<file path="config.mk">
export PLATFORM = sky130hd
export DESIGN_NAME = wlss_ctrl
export DESIGN_NICKNAME = d
export VERILOG_FILES = /design/src/design/weighted_least_squares_scaler_macros.svh /design/src/design/wlss_pkg.sv /design/src/design/wlss_ctrl.sv
export SDC_FILE = /design/constraint.sdc
export NUM_CORES = 1
export LEC_CHECK = 0
export BUFFER_PORTS_ARGS = -buffer_cell sky130_fd_sc_hd__buf_2
export CAP_MARGIN = 30
export CORE_AREA = 2 2 39 41
export CTS_CLUSTER_SIZE = 25
export DETAILED_ROUTE_END_ITERATION = 16
export DIE_AREA = 0 0 41 43
export PLACE_DENSITY = 0.56
export REMOVE_ABC_BUFFERS = 1
export SLEW_MARGIN = 25
export SYNTH_ARGS = -nofsm -noshare
export SYNTH_HDL_FRONTEND = slang
export SYNTH_SLANG_ARGS = --single-unit
export TNS_END_PERCENT = 1
</file>
<file path="constraint.sdc">
create_clock -name clk -period 2.6 [get_ports clk]
set_input_delay 0.78 -clock clk [delete_from_list [all_inputs] [get_ports clk]]
set_output_delay 0.78 -clock clk [all_outputs]
set_load 0.1 [all_outputs]
</file>
<file path="src/design/weighted_least_squares_scaler_macros.svh">
// assertion macros shared by the scale factor unit
// depends on nothing; taken in by the modules that carry assertions
`ifndef WEIGHTED_LEAST_SQUARES_SCALER_MACROS_SVH
`define WEIGHTED_LEAST_SQUARES_SCALER_MACROS_SVH

// consequent must hold in the same cycle as the antecedent
`define WLSS_ASSERT_NOW(label, clk, rst_n, ante, cons, msg) \
	label: assert property (@(posedge clk) disable iff (!rst_n) (ante) |-> (cons)) \
		else $error(msg);

// consequent must hold in the cycle after the antecedent
`define WLSS_ASSERT_NEXT(label, clk, rst_n, ante, cons, msg) \
	label: assert property (@(posedge clk) disable iff (!rst_n) (ante) |=> (cons)) \
		else $error(msg);

`endif

</file>
<file path="src/design/wlss_pkg.sv">
// shared types and constants of the weighted least-squares scale factor unit
// no dependencies
`timescale 1ns / 1ps

package wlss_pkg;

	// field and storage widths
	localparam int WEIGHT_W      = 16;
	localparam int DATA_W        = 24;
	localparam int SUM_W         = 56;
	localparam int QUO_W         = 23;
	localparam int CNT_W         = $clog2(QUO_W);
	localparam int FRAC_BITS_DEF = 16;

	// saturation limits of a Q8.16 result
	localparam logic [DATA_W-1:0] RES_MAX = {1'b0, {(DATA_W-1){1'b1}}};
	localparam logic [DATA_W-1:0] RES_MIN = {1'b1, {(DATA_W-1){1'b0}}};

	// request opcodes
	localparam logic OP_ACCUM = 1'b0;
	localparam logic OP_SCALE = 1'b1;

	// result kinds
	localparam logic KIND_FACTOR = 1'b0;
	localparam logic KIND_SCALE  = 1'b1;

	// commands from controller to datapath
	typedef struct packed {
		logic load;
		logic mul_a;
		logic mul_b;
		logic accum;
		logic div_start;
		logic div_step;
		logic emit_factor;
		logic emit_scale;
	} wlss_cmd_t;

	// status from datapath to controller
	typedef struct packed {
		logic opcode;
		logic last;
		logic skip_div;
		logic div_last;
		logic out_full;
	} wlss_sts_t;

endpackage

</file>
<file path="src/design/wlss_ctrl.sv">
// controller state machine of the scale factor unit
// depends on wlss_pkg
`timescale 1ns / 1ps

module wlss_ctrl import wlss_pkg::*; (
	input  logic      clk,
	input  logic      arst_n,
	input  logic      in_valid,
	output logic      in_stall,
	output wlss_cmd_t cmd,
	input  wlss_sts_t sts
);

	typedef enum logic [2:0] {
		S_IDLE,
		S_MUL_A,
		S_MUL_B,
		S_ACC,
		S_DIV_START,
		S_DIV,
		S_EMIT_F,
		S_EMIT_S
	} state_t;

	state_t state_q;
	state_t state_d;
	logic   stall_q;

	// next state and command decode
	always_comb begin
		state_d = state_q;
		cmd     = '0;
		case (state_q)
			S_IDLE: begin
				if (in_valid) begin
					cmd.load = 1'b1;
					state_d  = S_MUL_A;
				end
			end
			S_MUL_A: begin
				cmd.mul_a = 1'b1;
				state_d   = (sts.opcode == OP_SCALE) ? S_EMIT_S : S_MUL_B;
			end
			S_MUL_B: begin
				cmd.mul_b = 1'b1;
				state_d   = S_ACC;
			end
			S_ACC: begin
				cmd.accum = 1'b1;
				state_d   = sts.last ? S_DIV_START : S_IDLE;
			end
			S_DIV_START: begin
				cmd.div_start = 1'b1;
				state_d       = sts.skip_div ? S_EMIT_F : S_DIV;
			end
			S_DIV: begin
				cmd.div_step = 1'b1;
				if (sts.div_last) begin
					state_d = S_EMIT_F;
				end
			end
			S_EMIT_F: begin
				if (!sts.out_full) begin
					cmd.emit_factor = 1'b1;
					state_d         = S_IDLE;
				end
			end
			S_EMIT_S: begin
				if (!sts.out_full) begin
					cmd.emit_scale = 1'b1;
					state_d        = S_IDLE;
				end
			end
			default: begin
				state_d = S_IDLE;
			end
		endcase
	end

	// state and registered stall
	always_ff @(posedge clk or negedge arst_n) begin
		if (!arst_n) begin
			state_q <= S_IDLE;
			stall_q <= 1'b0;
		end else begin
			state_q <= state_d;
			stall_q <= (state_d != S_IDLE);
		end
	end

	assign in_stall = stall_q;

endmodule

</file>
==> flow_metrics.env, run 1 <==
export IMPL_outcome="complete, no violations"
export IMPL_clkLatencyLatePin_ns=0.23
export IMPL_overflow=0
export IMPL_dieArea_mm2=0.00176
export IMPL_ys_warn_count=0
export IMPL_wl_met2_um=332
export IMPL_r2r_slack_ns=1.06
export IMPL_ys_top_cells_by_area="dfrtp_1 34%, nor2_1 6.4%, o221ai_1 6.0%"
export IMPL_yosysTopAreaCellShare=0.340
export IMPL_drt_iter0_drc=9
export IMPL_max_freq_ghz=0.418
export IMPL_place_congestion=0.735
export IMPL_hold_viol=0
export IMPL_async_flop_share=1.00
export IMPL_min_period_ns=2.39
export IMPL_fp_row_count=14
export IMPL_post_synth_top_count_cell="nor2_1"
export IMPL_io_pin_count=17
export IMPL_postCtsSetupBuffers=0
export IMPL_highest_layer="met3"
export IMPL_die_h_um=43
export IMPL_hold_path_class="input pin to asynchronous set/reset pin"
export IMPL_synth_top_cell_by_area="dfrtp_1"
export IMPL_worst_r2r_path_depth=4
export IMPL_regToRegEndpoint="in_stall"
export IMPL_vias=314
export IMPL_cts_root_buf="clkbuf_4"
export IMPL_placedCellCount=66
export IMPL_cts_tree="built"
export IMPL_drtPass1Iterations=4
export IMPL_chipWidth_um=41
export IMPL_drive_gt1_frac=0.434
export IMPL_postRouteAntennaNets=0
export IMPL_rsz0062_at_grt="no"
export IMPL_netlist_area_um2=294
export IMPL_synth_edff_count=0
export IMPL_cts_hold_buffers=0
export IMPL_post_drt_wl_per_cell_um=10.8
export IMPL_grt_util_all_layers=0.105
export IMPL_fin_crit_sh=0.920
export IMPL_initial_utilization=0.212
export IMPL_cts_buffers_inserted=3
export IMPL_cap_violations=0
export IMPL_syn_area_per_cell_um2=8.17
export IMPL_drt_vias_per_instance=4.55
export IMPL_synthFlopType="dfrtp_1"
export IMPL_fin_cells=69
export IMPL_clock_skew_ns=0.00313
export IMPL_syn_instance_count=36
export IMPL_critPathLaunchType="register"
export IMPL_design_core_area_mm2=0.00138
export IMPL_ys_seq_area_frac=0.340
export IMPL_drc=0
export IMPL_worstPathArrival_ns=1.61
export IMPL_wl_um=745
export IMPL_nets=63
export IMPL_grt_pass1_vias=303
export IMPL_dp_hpwl_um=551
export IMPL_criticalPathCategory="register to primary output"
export IMPL_post_cts_resized=0
export IMPL_timing_setup_tns_ns=0
export IMPL_required_ns=1.82
export IMPL_cts_max_level=1
export IMPL_ys_seq_elements=4
export IMPL_cts_sinks=4
export IMPL_grt_max_degree=12
export IMPL_netlist_top_cells_count="5 x nor2_1, 4 x dfrtp_1, 3 x nor3_1"
export IMPL_num_antenna_cells=0
export IMPL_wl_met1_um=342
export IMPL_antenna_found_initial=0
export IMPL_cp_max_fo=9
export IMPL_finalSetupViolCount=0
export IMPL_synthToLayoutAreaGrowth_pct=51.5
export IMPL_cts_buffer_depth=2
export IMPL_io_buffers=16
export IMPL_yosysUniqueCellTypes=24
export IMPL_r2r_start="state_q[0]"
export IMPL_finalMaxSlewViolations=0
export IMPL_wl_met3_um=70
export IMPL_final_util=0.322
export IMPL_clk_pin_slew_ns=0.04
export IMPL_relSlewSlack=0.679
export IMPL_tightest_slew_ns=0.486
export IMPL_endpoint_kind="primary output"
export IMPL_grt_pass1_wl_um=1240
[registers in the layout (all words and copies together) (netlist names)]
| register | count |
|---|---|
| state_q | 3 |
| in_stall | 1 |
[how the worst max path moves through the flow]
stage	startpoint	endpoint	slack (ns)	depth (start not counted)
global placement	sts[0]	cmd[1]	0.33	4
CTS	state_q[0]	cmd[7]	0.19	3
floorplan	in_valid	cmd[7]	-1.14	1
detailed placement	sts[0]	cmd[1]	0.33	4
global route	state_q[0]	cmd[7]	0.16	3
finish	state_q[0]	cmd[7]	0.21	3
[critical path: stages, from the launching register on]
cell and delay (ns):
dfrtp_1 0.48, or2_1 0.31, nor3b_1 0.37, buf_12 0.23
[cells by family (layout without fill, tap and decap cells)]
family                 Yosys count  after routing  share of synthesized area
buffers and inverters            5             22                      0.106
AND/OR/NAND/NOR                 20             20                      0.362
AO/OA/AOI/OAI                    6              6                      0.162
flip-flops                       4              4                      0.340
XOR/XNOR                         1              1                     0.0298
[through the flow]
stage               hold WS, ns  setup slack (ns)  area (um^2)
floorplan                 0.484             -1.14          270
global placement          0.586             0.326          423
detailed placement        0.586             0.329          423
CTS                       0.334             0.193          445
global route              0.341             0.159          445
finish                    0.340             0.209          445
[routing by layer]
metal,global-route usage,vias to the layer above
met4,0.120,0
met1,0.148,139
li1,-,161
met2,0.125,14
met3,0.00524,0
met5,0,-
[cells in the final DEF, fill, tap and decap left out]
master	instances
a211oi_1	1
a21o_1	1
a221o_1	1
and2_1	1
and2b_1	1
and3_1	1
and3_2	1
buf_12	3
buf_2	13
buf_4	1
clkbuf_4	3
dfrtp_1	4
inv_2	2
nand2_1	2
nand2b_1	1
nand3_1	1
nand4_1	1
nor2_1	5
nor3_1	3
nor3b_1	1
o21ai_0	1
o221ai_1	2
or2_1	1
or3_1	1
xnor2_1	1
[final cells by class]
type	instances	area, um^2
Clock buffer	3	22.5
Multi-Input combinational cell	27	163
Tap cell	16	20.0
Sequential cell	4	100
Timing Repair Buffer	17	133
Fill cell	164	938
Inverter	2	7.51
Power of run 1 is not shown: default switching activity piles up to over one toggle a cycle in this logic, so the estimate is an artifact.
==> run 2: changes to the inputs <==
- PLACE_DENSITY: 0.56 -> unset
==> run 2 against run 1 <==
Against the previous run:
- sequential share of layout area is the same
- register-to-register slack gained 0.02 ns
- count of clock-buffer cells in the layout is the same
- utilization is the same
- global-route usage grew 0.12 points
- worst setup slack gained 0.012 ns
- die area is the same
- sequential cell count is the same
- via count grew 2.5%
- fmax grew 0.52%
- critical path type unchanged
==> flow_metrics.env, run 2 (same netlist as run 1, synthesis figures left out) <==
export IMPL_die_h_um=43
export IMPL_cp_max_fo=9
export IMPL_r2r_start="state_q[0]"
export IMPL_fp_row_count=14
export IMPL_worst_r2r_path_depth=4
export IMPL_post_drt_wl_per_cell_um=10.2
export IMPL_cts_sinks=4
export IMPL_grt_max_degree=12
export IMPL_required_ns=1.82
export IMPL_clock_skew_ns=0.00227
export IMPL_hold_path_class="input pin to asynchronous set/reset pin"
export IMPL_clkLatencyLatePin_ns=0.23
export IMPL_fin_ws_ns=0.221
export IMPL_cpPeakStageDelay_ns=0.47
export IMPL_cts_max_level=1
export IMPL_r2r_slack_ns=1.08
export IMPL_drt_vias_per_instance=4.67
export IMPL_worstPathArrival_ns=1.60
export IMPL_mostFrequentLayoutCell="buf_2"
export IMPL_min_period_ns=2.38
export IMPL_drive_gt1_frac=0.434
export IMPL_outcome="complete, no violations"
export IMPL_postRouteAntennaNets=0
export IMPL_finalMaxSlewViolations=0
export IMPL_cts_buffers_inserted=3
export IMPL_dp_slack_ns=0.339
export IMPL_synthToLayoutAreaGrowth_pct=51.5
export IMPL_vias=322
export IMPL_place_congestion=0.784
export IMPL_grt_pass1_wl_um=1190
export IMPL_dp_hpwl_um=548
export IMPL_clk_pin_slew_ns=0.04
export IMPL_hold_viol=0
export IMPL_cp_top_family="simple AND/OR/NAND/NOR gates"
export IMPL_antenna_found_initial=0
export IMPL_io_pin_count=17
export IMPL_design_core_area_mm2=0.00138
export IMPL_num_antenna_cells=0
export IMPL_tightest_slew_ns=0.486
export IMPL_cts_buffer_depth=2
export IMPL_worstSetupPathDepth=3
export IMPL_finalSetupViolCount=0
export IMPL_rsz0062_at_grt="no"
export IMPL_chipWidth_um=41
export IMPL_cts_root_buf="clkbuf_4"
export IMPL_fillCellCount=150
export IMPL_critPathBufInv=1
export IMPL_critPathLaunchType="register"
export IMPL_final_cell_mix="13 x buf_2, 5 x nor2_1, 4 x dfrtp_1"
export IMPL_drtPass1Iterations=4
export IMPL_nets=63
export IMPL_overflow=0
export IMPL_post_cts_resized=0
export IMPL_endpoint_kind="primary output"
export IMPL_cap_violations=0
export IMPL_io_buffers=16
export IMPL_grt_util_all_layers=0.107
export IMPL_initial_utilization=0.212
export IMPL_criticalPathCategory="register to primary output"
export IMPL_cts_hold_buffers=0
export IMPL_wl_um=703
export IMPL_crit_path_cell_trace="or2_1 > nor3b_1 > buf_12"
export IMPL_drt_iter0_drc=1
export IMPL_cts_tree="built"
export IMPL_grt_pass1_vias=282
export IMPL_drc=0
export IMPL_regToRegEndpoint="in_stall"
export IMPL_regMostFlops="state_q"
export IMPL_postCtsSetupBuffers=0
export IMPL_fin_crit_sh=0.915
export IMPL_dieArea_mm2=0.00176
export IMPL_crit_path_top_delay_cell="dfrtp_1"
export IMPL_largest_reg_flops=3
export IMPL_max_freq_ghz=0.420
export IMPL_relSlewSlack=0.678
[run 2: worst max-delay path by stage]
| stage | from | end | slack, ns |
|---|---|---|---|
| 2_1_floorplan | in_valid | cmd[7] | -1.14 |
| 3_3_place_gp | sts[0] | cmd[1] | 0.34 |
| 3_5_place_dp | sts[0] | cmd[1] | 0.34 |
| 4_1_cts | state_q[0] | cmd[7] | 0.20 |
| 5_1_grt | state_q[0] | cmd[7] | 0.13 |
| 6_report | state_q[0] | cmd[7] | 0.22 |
[run 2: area by class of cell]
type                       count  area [um^2]  share of cell area
clock buffer                   3         22.5              0.0506
tap                           16         20.0              0.0449
inverter                       2         7.51              0.0169
timing repair buffer          17          133               0.298
sequential                     4          100               0.225
multi-input combinational     27          163               0.365
[run 2: worst reg2reg max path: stages (launching register included)]
cell	delay [ns]
dfrtp_1	0.50
and2_1	0.18
a211oi_1	0.05
a221o_1	0.36
or3_1	0.30
[run 2: per-layer routing]
layer  GRT usage  wire length, um  part of all wire
met1       0.149              314              0.45
met2       0.113              352              0.50
met3      0.0471               36             0.051
met4       0.100                0                 0
met5           0                0                 0
[run 2: metrics by stage]
stage / hold WS [ns] / TNS [ns] / cells / instance area [um^2] / util
2_1_floorplan: 0.484 / -3.01 / 33 / 270 / -
3_3_place_gp: 0.585 / 0 / 66 / 423 / 0.306
3_5_place_dp: 0.587 / 0 / 66 / 423 / 0.306
4_1_cts: 0.340 / 0 / 69 / 445 / 0.322
5_1_grt: 0.339 / 0 / 69 / 445 / 0.322
6_report: 0.344 / 0 / 69 / 445 / 0.322
Power of run 2 is left out for the same reason.
==> run 3: changes to the inputs <==
- ABC_AREA: unset -> 1
- SETUP_SLACK_MARGIN: unset -> 0.2
==> run 3 against run 2 <==
Against the previous run:
- first-iteration DRC count rose to 5.0 times the previous value
- via count up 6.2%
- register-to-register slack better by 0.24 ns
- count of clock-buffer cells in the layout unchanged
- critical path type unchanged
- wire length down 4.1%
- synthesized cell count up 36%
- worst setup slack better by 0.055 ns
- critical path depth unchanged
- final cell count up 19%
- design area down 0.56%
==> flow_metrics.env, run 3 <==
export IMPL_outcome="complete, no violations"
export IMPL_nets=76
export IMPL_place_congestion=0.728
export IMPL_dp_slack_ns=0.226
export IMPL_worstPathArrival_ns=1.54
export IMPL_worstSetupPathDepth=3
export IMPL_postRouteAntennaNets=0
export IMPL_cap_violations=0
export IMPL_cts_buffers_inserted=3
export IMPL_netlist_top_cells_count="12 x nand2_1, 9 x inv_1, 8 x nor2_1"
export IMPL_cts_hold_buffers=0
export IMPL_cts_sinks=4
export IMPL_cts_buffer_depth=2
export IMPL_grt_util_all_layers=0.0814
export IMPL_criticalPathCategory="register to primary output"
export IMPL_required_ns=1.82
export IMPL_max_freq_ghz=0.430
export IMPL_cts_tree="built"
export IMPL_rsz0062_at_grt="yes"
export IMPL_regMostFlops="state_q"
export IMPL_critPathBufInv=1
export IMPL_num_antenna_cells=0
export IMPL_ys_seq_elements=4
export IMPL_fp_row_count=14
export IMPL_netlist_area_um2=307
export IMPL_ys_warn_count=0
export IMPL_postCtsSetupBuffers=0
export IMPL_cts_root_buf="clkbuf_4"
export IMPL_antenna_found_initial=0
export IMPL_hold_path_class="input pin to asynchronous set/reset pin"
export IMPL_cts_max_level=1
export IMPL_largest_reg_flops=3
export IMPL_fin_ws_ns=0.276
export IMPL_chipWidth_um=41
export IMPL_drt_vias_per_instance=4.17
export IMPL_whs_ns=0.346
export IMPL_async_flop_share=1.00
export IMPL_overflow=0
export IMPL_dieArea_mm2=0.00176
export IMPL_io_pin_count=17
export IMPL_mostFrequentLayoutCell="buf_2"
export IMPL_timing_setup_tns_ns=0
export IMPL_synthFlopType="dfrtp_1"
export IMPL_design_core_area_mm2=0.00138
export IMPL_wl_um=674
export IMPL_hold_viol=0
export IMPL_finalSetupViolCount=0
export IMPL_clkLatencyLatePin_ns=0.23
export IMPL_min_period_ns=2.32
export IMPL_worst_r2r_path_depth=7
export IMPL_grt_pass1_wl_um=966
export IMPL_post_drt_wl_per_cell_um=8.22
export IMPL_final_cell_mix="14 x buf_2, 12 x nand2_1, 9 x inv_1"
export IMPL_crit_path_top_delay_cell="dfrtp_1"
export IMPL_clk_pin_slew_ns=0.04
export IMPL_grt_pass1_vias=256
export IMPL_vias=342
export IMPL_finalMaxSlewViolations=0
export IMPL_cpPeakStageDelay_ns=0.47
export IMPL_synth_top_cell_by_area="dfrtp_1"
export IMPL_ys_top_cells_by_area="dfrtp_1 33%, nand2_1 15%, inv_1 11%"
export IMPL_post_cts_resized=0
export IMPL_ys_seq_area_frac=0.327
export IMPL_grt_max_degree=12
export IMPL_post_synth_top_count_cell="nand2_1"
export IMPL_relSlewSlack=0.678
export IMPL_drive_gt1_frac=0.333
export IMPL_io_buffers=16
export IMPL_cp_max_fo=9
export IMPL_yosysTopAreaCellShare=0.327
export IMPL_crit_path_cell_trace="nor2_1 > and3_1 > buf_2"
export IMPL_drc=0
export IMPL_critPathLaunchType="register"
export IMPL_fin_crit_sh=0.894
export IMPL_yosysUniqueCellTypes=13
export IMPL_drtPass1Iterations=4
export IMPL_initial_utilization=0.222
export IMPL_clock_skew_ns=0.00458
export IMPL_drt_iter0_drc=5
export IMPL_syn_instance_count=49
export IMPL_tightest_slew_ns=0.486
export IMPL_endpoint_kind="primary output"
export IMPL_synth_edff_count=0
export IMPL_cp_top_family="flip-flops"
export IMPL_syn_area_per_cell_um2=6.26
export IMPL_synthToLayoutAreaGrowth_pct=44.5
export IMPL_die_h_um=43
-- run 3: cell types whose count changed after synthesis, moves of 2 or more --
cell	change
inv_1	+9
nand2_1	+10
nand3_1	+5
nor2_1	+3
nor3_1	-2
o221ai_1	-2
-- run 3: stage by stage --
stage	area [um^2]	instances	util
after floorplan	284	47	-
after global placement	414	79	0.299
after detailed placement	414	79	0.299
after CTS	437	82	0.316
after global routing	443	82	0.320
final	443	82	0.320
-- run 3: routing by layer --
| metal | up-vias | part of all wire | global-route usage |
|---|---|---|---|
| met1 | 141 | 0.51 | 0.113 |
| met4 | 0 | 0 | 0.0600 |
| met2 | 12 | 0.42 | 0.0969 |
| met5 | - | 0 | 0 |
| met3 | 0 | 0.067 | 0.0314 |
| li1 | 189 | - | - |
-- run 3: final timing paths --
| check | startpoint | endpoint | slack, ns |
|---|---|---|---|
| max in group asynchronous | arst_n | state_q[0] | 2.13 |
| hold / removal | arst_n | state_q[2] | 0.35 |
| min in group clk | state_q[1] | state_q[2] | 0.72 |
| setup / recovery | state_q[0] | cmd[7] | 0.28 |
| hold reg to reg | state_q[1] | state_q[2] | 0.72 |
| setup reg to reg | state_q[2] | in_stall | 1.32 |
-- run 3: worst reg2reg max path: stages (launching register included) --
cell	delay (ns)
dfrtp_1	0.51
inv_1	0.15
nand3_1	0.13
nand2_1	0.06
nor2_1	0.08
nand2_1	0.06
nor2_2	0.09
nand2_1	0.06
-- run 3: kinds of logic (layout without fill, tap and decap cells) --
| group | after synthesis | after routing | synth area share |
|---|---|---|---|
| AOI/OAI and AO/OA | 1 | 1 | 0.0163 |
| and+or+nand+nor | 32 | 32 | 0.461 |
| DFF | 4 | 4 | 0.327 |
| buffers and inverters | 12 | 29 | 0.196 |
-- run 3: area by class of cell --
| cell class | instances | area, um^2 |
|---|---|---|
| inverters | 10 | 37.5 |
| multi-input cells | 33 | 153 |
| fillers | 155 | 941 |
| clock buffers | 3 | 22.5 |
| repair buffers | 16 | 110 |
| flip-flops and latches | 4 | 100 |
| well taps | 16 | 20.0 |
Power of run 3 is left out for the same reason.
